===== config.mk =====
export PLATFORM = sky130hd
export DESIGN_NAME = cmw_step_unit
export DESIGN_NICKNAME = d
export VERILOG_FILES = /design/src/hdl/cmw_pkg.sv /design/src/hdl/cmw_step_unit.sv
export SDC_FILE = /design/constraint.sdc
export NUM_CORES = 1
export LEC_CHECK = 0
export ABC_AREA = 1
export BUFFER_PORTS_ARGS = -buffer_cell sky130_fd_sc_hd__buf_2
export CAP_MARGIN = 20
export CORE_AREA = 2 2 90 92
export DETAILED_ROUTE_END_ITERATION = 12
export DIE_AREA = 0 0 92 94
export PLACE_DENSITY = 0.71
export SLEW_MARGIN = 20
export SYNTH_ARGS = -nofsm -noshare
export SYNTH_HDL_FRONTEND = slang
export SYNTH_SLANG_ARGS = --single-unit

===== constraint.sdc =====
create_clock -name vclk -period 17.2
set_clock_uncertainty 0.1 [all_clocks]
set_input_delay 2.58 -clock vclk [all_inputs]
set_output_delay 2.58 -clock vclk [all_outputs]
set_load 0.01 [all_outputs]

===== src/hdl/cmw_pkg.sv =====
// Shared widths, codes, types and a helper function of the column melt wipe block.
package cmw_pkg;

	// Field and register widths.
	localparam int CMD_W      = 2;
	localparam int RAND_W     = 8;
	localparam int COL_W      = 9;
	localparam int ROW_W      = 12;
	localparam int TICK_W     = 4;
	localparam int HEIGHT_W   = 13;
	localparam int COUNT_W    = 10;
	localparam int SCALE_W    = 5;
	localparam int OFF_W      = 14;
	localparam int WALK_W     = 5;
	localparam int STEP_W     = 5;
	localparam int CFG_IDX_W  = 2;
	localparam int CFG_DATA_W = 13;

	// Command codes.
	localparam logic [CMD_W-1:0] CMD_SEED  = 2'd0;
	localparam logic [CMD_W-1:0] CMD_TICK  = 2'd1;
	localparam logic [CMD_W-1:0] CMD_QUERY = 2'd2;

	// Register indexes.
	localparam logic [CFG_IDX_W-1:0] CFG_HEIGHT  = 2'd0;
	localparam logic [CFG_IDX_W-1:0] CFG_COLUMNS = 2'd1;
	localparam logic [CFG_IDX_W-1:0] CFG_SCALE   = 2'd2;

	// Register reset values.
	localparam logic [HEIGHT_W-1:0] HEIGHT_RESET  = 13'd200;
	localparam logic [COUNT_W-1:0]  COLUMNS_RESET = 10'd160;
	localparam logic [SCALE_W-1:0]  SCALE_RESET   = 5'd1;

	// Melt and walk constants.
	localparam int MELT_FAST_LIMIT = 16;
	localparam int MELT_STEP       = 8;
	localparam int WALK_FLOOR      = -16;
	localparam logic signed [WALK_W-1:0] WALK_MIN = -5'sd15;

	// Sequencer states.
	typedef enum logic [2:0] {
		ST_IDLE,
		ST_Q_EVAL,
		ST_T_READ,
		ST_T_WRITE,
		ST_RESP
	} state_t;

	// Results of the shared column unit.
	typedef struct packed {
		logic signed [OFF_W-1:0] new_off;
		logic                    active;
		logic                    from_end;
		logic [ROW_W-1:0]        source_row;
	} step_res_t;

	// Remainder of a byte by three; base-4 digits sum to the same remainder.
	function automatic logic [1:0] mod3_byte(input logic [RAND_W-1:0] v);
		logic [3:0] s;
		logic [2:0] t;
		logic [2:0] w;
		s = 4'(v[1:0]) + 4'(v[3:2]) + 4'(v[5:4]) + 4'(v[7:6]);
		t = 3'(s[1:0]) + 3'(s[3:2]);
		w = 3'(t[1:0]) + 3'(t[2]);
		return (w == 3'd3) ? 2'd0 : w[1:0];
	endfunction

endpackage


===== src/hdl/cmw_step_unit.sv =====
// Shared column unit: one melt step of an offset, or the pixel source for a query.
module cmw_step_unit import cmw_pkg::*; (
	input  logic signed [OFF_W-1:0] offset,
	input  logic [HEIGHT_W-1:0]     height,
	input  logic [SCALE_W-1:0]      scale,
	input  logic [ROW_W-1:0]        row,
	output step_res_t               res
);

	localparam int SUM_W = OFF_W + 1;
	localparam int DY_W  = STEP_W + SCALE_W;

	logic signed [OFF_W-1:0] height_s;
	logic [STEP_W-1:0]       base;
	logic [DY_W-1:0]         dy;
	logic [SUM_W-1:0]        sum;
	logic [HEIGHT_W-1:0]     depth;
	logic [HEIGHT_W-1:0]     diff;

	// Melt step and query share one block so that every result field has a single driver.
	always_comb begin
		// Melt step: delayed columns count up, moving columns fall, clamped at the height.
		height_s = signed'({1'b0, height});
		if (offset < MELT_FAST_LIMIT) begin
			base = STEP_W'(offset[STEP_W-2:0]) + STEP_W'(1);
		end else begin
			base = STEP_W'(MELT_STEP);
		end
		dy  = DY_W'(base) * DY_W'(scale);
		sum = SUM_W'(unsigned'(offset)) + SUM_W'(dy);
		res.new_off = offset;
		res.active  = 1'b0;
		if (offset < 0) begin
			res.new_off = offset + OFF_W'(1);
			res.active  = 1'b1;
		end else if (offset < height_s) begin
			res.active = 1'b1;
			if (sum >= SUM_W'(height)) begin
				res.new_off = height_s;
			end else begin
				res.new_off = signed'(sum[OFF_W-1:0]);
			end
		end

		// Query: rows above the offset come from the end screen.
		depth = (offset < 0) ? '0 : offset[HEIGHT_W-1:0];
		diff  = HEIGHT_W'(row) - depth;
		if (HEIGHT_W'(row) < depth) begin
			res.from_end   = 1'b1;
			res.source_row = row;
		end else begin
			res.from_end   = 1'b0;
			res.source_row = diff[ROW_W-1:0];
		end
	end

endmodule


## After elaboration in Yosys (flattened, before gate mapping)

Index checks and enable logic that the tools add are counted.

| cells by class | value |
|---|---|
| add/subtract/negate cells | 4 |
| multiply operators | 1 |
| $lt $le $gt $ge | 5 |
| mux-type cells | 6 |

Operator list:

| operator | count |
|---|---|
| $mux W15 | 2 |
| $mux W13 | 2 |
| $add A14 B10 Y15 | 1 |
| $ge A15 B13 Y1 | 1 |
| $add A14 B2 Y14 const B | 1 |
| $lt A14 B1 Y1 const B | 1 |
| $lt A14 B14 Y1 | 1 |
| $lt A14 B6 Y1 const B | 1 |
| $mux W14 | 1 |
| $lt A12 B13 Y1 | 1 |
| $sub A12 B12 Y12 | 1 |
| $mul A5 B5 Y10 | 1 |
| $add A4 B1 Y5 const B | 1 |
| $mux W5 | 1 |

| word-level totals | value |
|---|---|
| register bits after elaboration | 0 |
| output and inout bits | 28 |

## Longest topological paths before layout

Gate-level depths: netlist of run 1.

| depth | value |
|---|---|
| depth in word-level cells | 8 |
| gate-level depth with buffers | 37 |
| depth with buffers taken out | 35 |

## Worst setup path after synthesis of run 1

OpenSTA, ideal clock, no wires.

| path | value |
|---|---|
| kind | input to output |
| start point | in offset[8] |
| end point | out res[15] (netlist bit) |
| data arrival time | 7310 ps |
| setup slack | 7210 ps |
| stages | 31 |
| cells stage by stage | nor4_1 nand4_1 nor3_1 nor2_1 inv_1 nand2_1 inv_1 nand2_1 fa_1 fa_1 fa_1 inv_1 ha_1 nand3_1 nand3_1 a21oi_1 nor2_1 nor2_1 xor2_1 inv_1 ha_1 nand2_1 nor3_1 nand2_1 nand2_1 inv_1 nand2_1 nor2_1 buf_4 a21oi_1 o21bai_1 |

RTL lines:

| what | line | source |
|---|---|---|
| start, declared | cmw_step_unit.sv:3 | `input logic signed [OFF_W-1:0] offset,` |
| end, declared | cmw_step_unit.sv:7 | `output step_res_t res` |

==> impl_metrics.toml, run 1 <==
[worst_setup_path]
start_kind = "input port"
crit_fanout = 19
crit_required_ps = 14520
end_kind = "primary output"
cpMaxStageDelayCell = "nor2_1"
worstPathArrival_ps = 8590
critPathMostFrequentCell = "nand2_1"
critPathKind = "input port to primary output"
slowest_delay_ps = 670

[timing]
finalSetupTns_ps = 0
grt_setup_unrepaired = "false"
finalCritPeriodShare_pct = 65.5
worst_pin_slew_ps = 867
slew_viol_final = 0
clock.fmax_mhz = 88.7
max-slew-margin-rel_pct = 42.0
finalCriticalPeriod_ps = 11270
setup_viol = 0
hold_viol = 0

[finish]
nNetsFinal = 696
fin_util_pct = 47.1
regArea_um2 = 0
drive_gt1_share_pct = 15.9
seq_cell_count = 0
areaGrowthSynthToFinish_pct = 13.4
num-clock-buffers = 0
diodes = 0

[synthesis]
netlist_area_um2 = 3160
seq_area_frac_synth_pct = 0
synthTopCellsByArea = "ha_1 23%, nand2_1 13%, fa_1 11%"
yosys.area.top_type_share_pct = 23.4
syn_avg_cell_area_um2 = 6.19
synth.distinct_cells = 34
synth_cells = 510
synth_nets = 631
synth_area_leader_cell = "ha_1"
yosysWarnings = 0

[place]
dp_hpwl_um = 7660
portBuffers = 72
gp_congestion = 0.931

[drt]
avgRoutedWirePerCell_um = 12.9
ant_nets = 0
via_count = 3489
drc = 0
drtPass1Iterations = 5
vias_per_cell = 5.17
first_iter_violations = 218
drt_wl_total_um = 8710

[global_route]
grt_pass1_vias = 3282
grt_pass1_wl_um = 14300
overflow = 0
grt_max_degree = 23
grtUsageTotal_pct = 19.7
antenna_found_initial = 0

[hold_path]
min_path_type = "input port to primary output"
min_path_cells = 4

[clock_tree]
cts-resized-gates = 0
ctsHoldBuffers = 0
post_cts_buffers = 0

[floorplanning]
core.rowCount = 32
coreArea_um2 = 7610
dieHeight_um = 94
fp.dieW_um = 92
initial_core_util_pct = 41.5
io_pins = 72
die-area_um2 = 8650

[pwr]
irDropWorstVdd_mv = 0.0191
power_density_nw_per_um2 = 50.2
p_leak_uw = 0.00200

[run]
maxCapViolations = 0

[status]
status = "finished, final reports clean"
## critical path: cells and delay by family
kind,cells,cell delay (ps)
adder cells (fa/ha/maj),5,2160
AND/OR/NAND/NOR,16,2140
buffers and inverters,7,850
AO/OA/AOI/OAI,3,630
XOR/XNOR,1,210
## synth_stat cells, types with 3 or more instances
| master | instances |
|---|---|
| o21ai_1 | 13 |
| inv_1 | 87 |
| xor2_1 | 9 |
| nand4_1 | 9 |
| nor3_1 | 5 |
| xnor2_1 | 9 |
| a31oi_1 | 3 |
| nand3_2 | 4 |
| nand2_2 | 3 |
| a21oi_1 | 36 |
| fa_1 | 18 |
| nand3_1 | 19 |
| clkbuf_1 | 3 |
| o21ai_0 | 36 |
| nor2_1 | 48 |
| o21bai_1 | 5 |
| ha_1 | 59 |
| o21a_1 | 3 |
| o31ai_1 | 3 |
| buf_6 | 3 |
| inv_2 | 5 |
| buf_4 | 3 |
| nand2_1 | 111 |
## area by class of cell
| cell class | instances | area, µm² |
|---|---|---|
| Fill cell | 802 | 4030 |
| Multi-Input combinational cell | 408 | 2740 |
| Timing Repair Buffer | 73 | 368 |
| Inverter | 92 | 345 |
| Tap cell | 102 | 128 |
## final timing paths
path                   start      end  slack [ps]
hold / removal        row[9]   res[9]        5360
setup / recovery  offset[13]  res[17]        5930
## power breakdown
group | internal (µW) | switching, µW | total (µW) | leakage, µW
Clock | 0 | 0 | 0 | 0
Sequential | 0 | 0 | 0 | 0
Combinational | 68.9 | 111 | 180 | 0.00200
Total | 68.9 | 111 | 180 | 0.00200
## logic make-up after synthesis
family                     after synthesis  synth area share (%)
and+or+nand+nor                        207                  28.2
buffers and inverters                  102                  13.2
adders and majority gates               77                  34.8
AOI/OAI and AO/OA                      106                  18.7
xor gates and xnor gates                18                  4.99
## metrics by stage
stage          setup WS, ps  hold WS, ps  total power (µW)  area, µm²  instances
5_1_grt                5400         5380               205       3580        675
2_1_floorplan          7210         5170               130       3160        510
6_report               5930         5360               180       3580        675
3_3_place_gp           5970         5360               175       3580        675
3_5_place_dp           6000         5360               178       3580        675
4_1_cts                5960         5360               179       3580        675
## routing by layer
metal / track usage [%] / share of wire (%)
met5: 0 / 0
met4: 2.49 / 0.87
met3: 0.883 / 4.7
met2: 39.1 / 51
met1: 24.0 / 43
## layout by cell type (no fill, tap or decap)
cell type,count
ha_1,59
nand3_1,19
o21ai_0,36
buf_2,72
o31ai_1,3
a31oi_1,3
or2_1,1
a21oi_2,2
xnor2_1,9
a21oi_1,36
a211o_1,1
o21ai_1,13
or2_2,2
o221ai_1,1
o21bai_1,5
nand3_2,4
o21a_1,3
xor2_1,9
nand4_1,9
nand3b_1,2
buf_4,1
nand2_2,3
o211ai_1,2
a221oi_2,1
nor4_2,1
nor4_1,2
inv_2,5
nor2_1,48
nor3_1,5
nand2_1,111
fa_1,18
inv_1,87
Power figures use the tool's default switching activity.
==> run 2: changes to the inputs <==
clock period = 10.55 ns   (was 17.2 ns; I/O delays follow)
==> impl_metrics.toml, run 2 (synthesis gave the netlist of run 1 again) <==
[finish]
final_cell_mix = "111 x nand2_1, 87 x inv_1, 72 x buf_2"
areaGrowthSynthToFinish_pct = 13.4
num-clock-buffers = 0
seq_cell_count = 0
regArea_um2 = 0
diodes = 0
fillerInstances = 792
nNetsFinal = 696
drive_gt1_share_pct = 15.9
multi_input_area_um2 = 2740
fin_util_pct = 47.1
final_common_cell = "nand2_1"

[floorplanning]
io_pins = 72
dieHeight_um = 94
fp.dieW_um = 92
core.rowCount = 32
coreArea_um2 = 7610
initial_core_util_pct = 41.5
die-area_um2 = 8650

[worst_setup_path]
critPathMostFrequentCell = "nand2_1"
crit_fanout = 19
start_kind = "input port"
end_kind = "primary output"
crit_required_ps = 8870
critPathKind = "input port to primary output"
cpMaxStageDelayCell = "nor2_1"
slowest_delay_ps = 670
worstPathArrival_ps = 7640

[pwr]
p_leak_uw = 0.00200
irDropWorstVdd_mv = 0.0307
power_density_nw_per_um2 = 81.9

[global_route]
grt_use_met3_pct = 1.12
grtUsageMet2_pct = 38.8
grt_pass1_vias = 3268
use_met1_pct = 24.7
grt_max_degree = 23
grtUsageTotal_pct = 19.9
overflow = 0
grt_pass1_wl_um = 14400
busiest_layer = "met2"
antenna_found_initial = 0

[place]
dp_hpwl_um = 7670
portBuffers = 72
gp_congestion = 0.932
dp_slack_ps = 1360

[timing]
grt_setup_unrepaired = "false"
clock.fmax_mhz = 107
fin_ws_ps = 1230
hold_viol = 0
setup_viol = 0
slew_viol_final = 0
holdWs_ps = 3370
finalSetupTns_ps = 0
finalCritPeriodShare_pct = 88.4
worst_pin_slew_ps = 870
finalCriticalPeriod_ps = 9320
max-slew-margin-rel_pct = 41.8

[hold_path]
min_path_cells = 4
min_path_type = "input port to primary output"

[drt]
drt_wl_total_um = 8780
drc = 0
first_iter_violations = 245
ant_nets = 0
drtPass1Iterations = 5
vias_per_cell = 5.24
avgRoutedWirePerCell_um = 13.0
via_count = 3537

[clock_tree]
cts-resized-gates = 0
ctsHoldBuffers = 0
post_cts_buffers = 0

[run]
maxCapViolations = 0

[status]
status = "finished, final reports clean"
[run 2: routing by layer]
layer  wire (µm)  vias up
li1            -     1802
met1        3640     1594
met2        4530      133
met3         521        8
met4          87        0
met5           0        -
[run 2: per-stage QoR]
step	area, µm²	cells	power, µW
after CTS	3580	675	292
final	3580	675	293
after global routing	3580	675	335
after floorplan	3160	510	212
after detailed placement	3580	675	290
after global placement	3580	675	285
[run 2: where the power goes]
part	switching, µW	leakage [µW]	internal [µW]
Clock	0	0	0
Combinational	181	0.00200	113
Sequential	0	0	0
Total	181	0.00200	113
[run 2: area by class of cell]
type                       instances  share of cell area, %
multi-input combinational        408                   76.5
timing repair buffer              73                   10.3
inverter                          92                   9.65
tap                              102                   3.57
[run 2: path summary, 6_finish.rpt]
| path | start | endpoint | slack (ps) |
|---|---|---|---|
| setup / recovery | offset[13] | res[17] | 1230 |
| hold / removal | row[9] | res[9] | 3370 |
[run 2: critical path: cells and delay by family]
family	cells	cell delay, ps
AO/OA/AOI/OAI	3	630
XOR/XNOR	1	230
buffers and inverters	7	870
AND/OR/NAND/NOR	16	2170
adder cells (fa/ha/maj)	5	2170
==> run 3: changes to the inputs <==
ABC_AREA = not set   (was 1)
CORE_AREA = 2 2 89 91   (was 2 2 90 92)
DIE_AREA = 0 0 91 93   (was 0 0 92 94)
GPL_TIMING_DRIVEN = 0   (was not set)
PLACE_DENSITY = 0.61   (was 0.71)
==> impl_metrics.toml, run 3 <==
[synthesis]
synth.distinct_cells = 50
yosys.area.top_type_share_pct = 23.9
synthTopCellsByCount = "59 x ha_1, 43 x inv_1, 43 x nand2_1, 20 x and2_1, 19 x o21ai_0"
synth_area_leader_cell = "ha_1"
synthTopCellsByArea = "ha_1 24%, fa_1 12%, inv_1 5.2%"
yosysWarnings = 0
synth_nets = 526
syn_avg_cell_area_um2 = 7.62
netlist_area_um2 = 3080
synth_cells = 405
synth_most_common_cell = "ha_1"
seq_area_frac_synth_pct = 0

[drt]
drtPass1Iterations = 5
via_count = 3084
drc = 0
first_iter_violations = 154
drt_wl_total_um = 8170
vias_per_cell = 5.33
avgRoutedWirePerCell_um = 14.1
ant_nets = 0

[finish]
final_common_cell = "buf_2"
drive_gt1_share_pct = 20.1
areaGrowthSynthToFinish_pct = 15.8
num-clock-buffers = 0
seq_cell_count = 0
final_cell_mix = "75 x buf_2, 59 x ha_1, 43 x nand2_1, 43 x inv_1, 20 x and2_1"
final_area_um2 = 3570
diodes = 0
fin_util_pct = 47.5
nNetsFinal = 600
regArea_um2 = 0
fillerInstances = 802

[clock_tree]
cts-resized-gates = 0
ctsHoldBuffers = 0
post_cts_buffers = 0

[worst_setup_path]
critPathKind = "input port to primary output"
worstPathArrival_ps = 7730
end_kind = "primary output"
slowest_delay_ps = 540
critical_path.top_delay_family = "adder cells"
cpMaxStageDelayCell = "fa_1"
start_kind = "input port"
crit_fanout = 9
critPathLaunch = "offset[12]"
cp_num_buf_inv = 5
crit_required_ps = 8870

[hold_path]
min_path_cells = 3
worstHoldEndpoint = "res[8]"
hold_start = "row[8]"
min_path_type = "input port to primary output"

[pwr]
p_leak_uw = 0.00186
power_density_nw_per_um2 = 81.3
irDropWorstVdd_mv = 0.0291

[floorplanning]
die-area_um2 = 8460
fp.dieW_um = 91
io_pins = 72
core.rowCount = 32
initial_core_util_pct = 41.0
dieHeight_um = 93
coreArea_um2 = 7530

[place]
gp_congestion = 0.861
portBuffers = 72
dp_hpwl_um = 7120
dp_slack_ps = 1200
dpl-instance-area_um2 = 3570

[status]
status = "finished, final reports clean"

[run]
maxCapViolations = 0

[timing]
finalSetupTns_ps = 0
worst_pin_slew_ps = 604
clock.fmax_mhz = 106
max-slew-margin-rel_pct = 59.5
fin_ws_ps = 1140
slew_viol_final = 0
setup_viol = 0
grt_setup_unrepaired = "false"
finalCriticalPeriod_ps = 9410
holdWs_ps = 3400
finalCritPeriodShare_pct = 89.2
hold_viol = 0

[global_route]
grt_pass1_vias = 2813
grt_pass1_wl_um = 13600
antenna_found_initial = 0
grtUsageTotal_pct = 19.2
overflow = 0
grt_max_degree = 11
[run 3: cell types whose count changed after synthesis, sizes merged, moves of 12 or more]
cell / before / now
nand2: 114 / 43
inv: 92 / 43
nor2: 48 / 15
o21ai: 49 / 19
a21oi: 38 / 14
and2: 0 / 20
mux2i: 0 / 14
mux2: 0 / 12
[run 3: metal layers]
metal  routed length (µm)  GRT usage, %  vias up
met5                    0             0        -
met1                 4100          28.6     1398
li1                     -             -     1596
met3                  382          1.05        6
met4                   59          1.01        0
met2                 3620          31.9       84
[run 3: area by class of cell]
class                           instances  area [µm²]  area share [%]
Multi-Input combinational cell        352        2870            80.5
Timing Repair Buffer                   72         360            10.1
Inverter                               44         165            4.62
Tap cell                              102         128            3.57
Buffer                                  9        45.0            1.26
[run 3: tightest hold or removal path: cells and delay by family]
family	cells	cell delay [ps]
buf+inv	2	210
mux	1	130
[run 3: how the worst max path moves through the flow]
stage / to / cells past startpoint / slack, ps
after floorplan: res[26] / 22 / 2200
after global placement: res[17] / 26 / 1160
after detailed placement: res[26] / 25 / 1200
after CTS: res[26] / 25 / 1180
after global routing: res[17] / 25 / 670
final: res[26] / 25 / 1140
[run 3: stage by stage]
| stage | std cells | total power, µW |
|---|---|---|
| 2_1_floorplan | 405 | 210 |
| 3_3_place_gp | 579 | 284 |
| 3_5_place_dp | 579 | 288 |
| 4_1_cts | 579 | 290 |
| 5_1_grt | 579 | 328 |
| 6_report | 579 | 290 |
[run 3: power breakdown]
group | internal [µW] | switching (µW)
Clock | 0 | 0
Combinational | 128 | 162
Sequential | 0 | 0
[run 3: cell families (layout without fill, tap and decap cells)]
| logic type | after synthesis | in the layout | synth area share [%] |
|---|---|---|---|
| multiplexers | 26 | 26 | 8.92 |
| adder cells (fa/ha/maj) | 77 | 77 | 35.6 |
| XOR/XNOR | 19 | 19 | 5.40 |
| buffers and inverters | 53 | 125 | 6.82 |
| AND/OR/NAND/NOR | 145 | 145 | 24.1 |
| AO/OA/AOI/OAI | 85 | 85 | 19.1 |
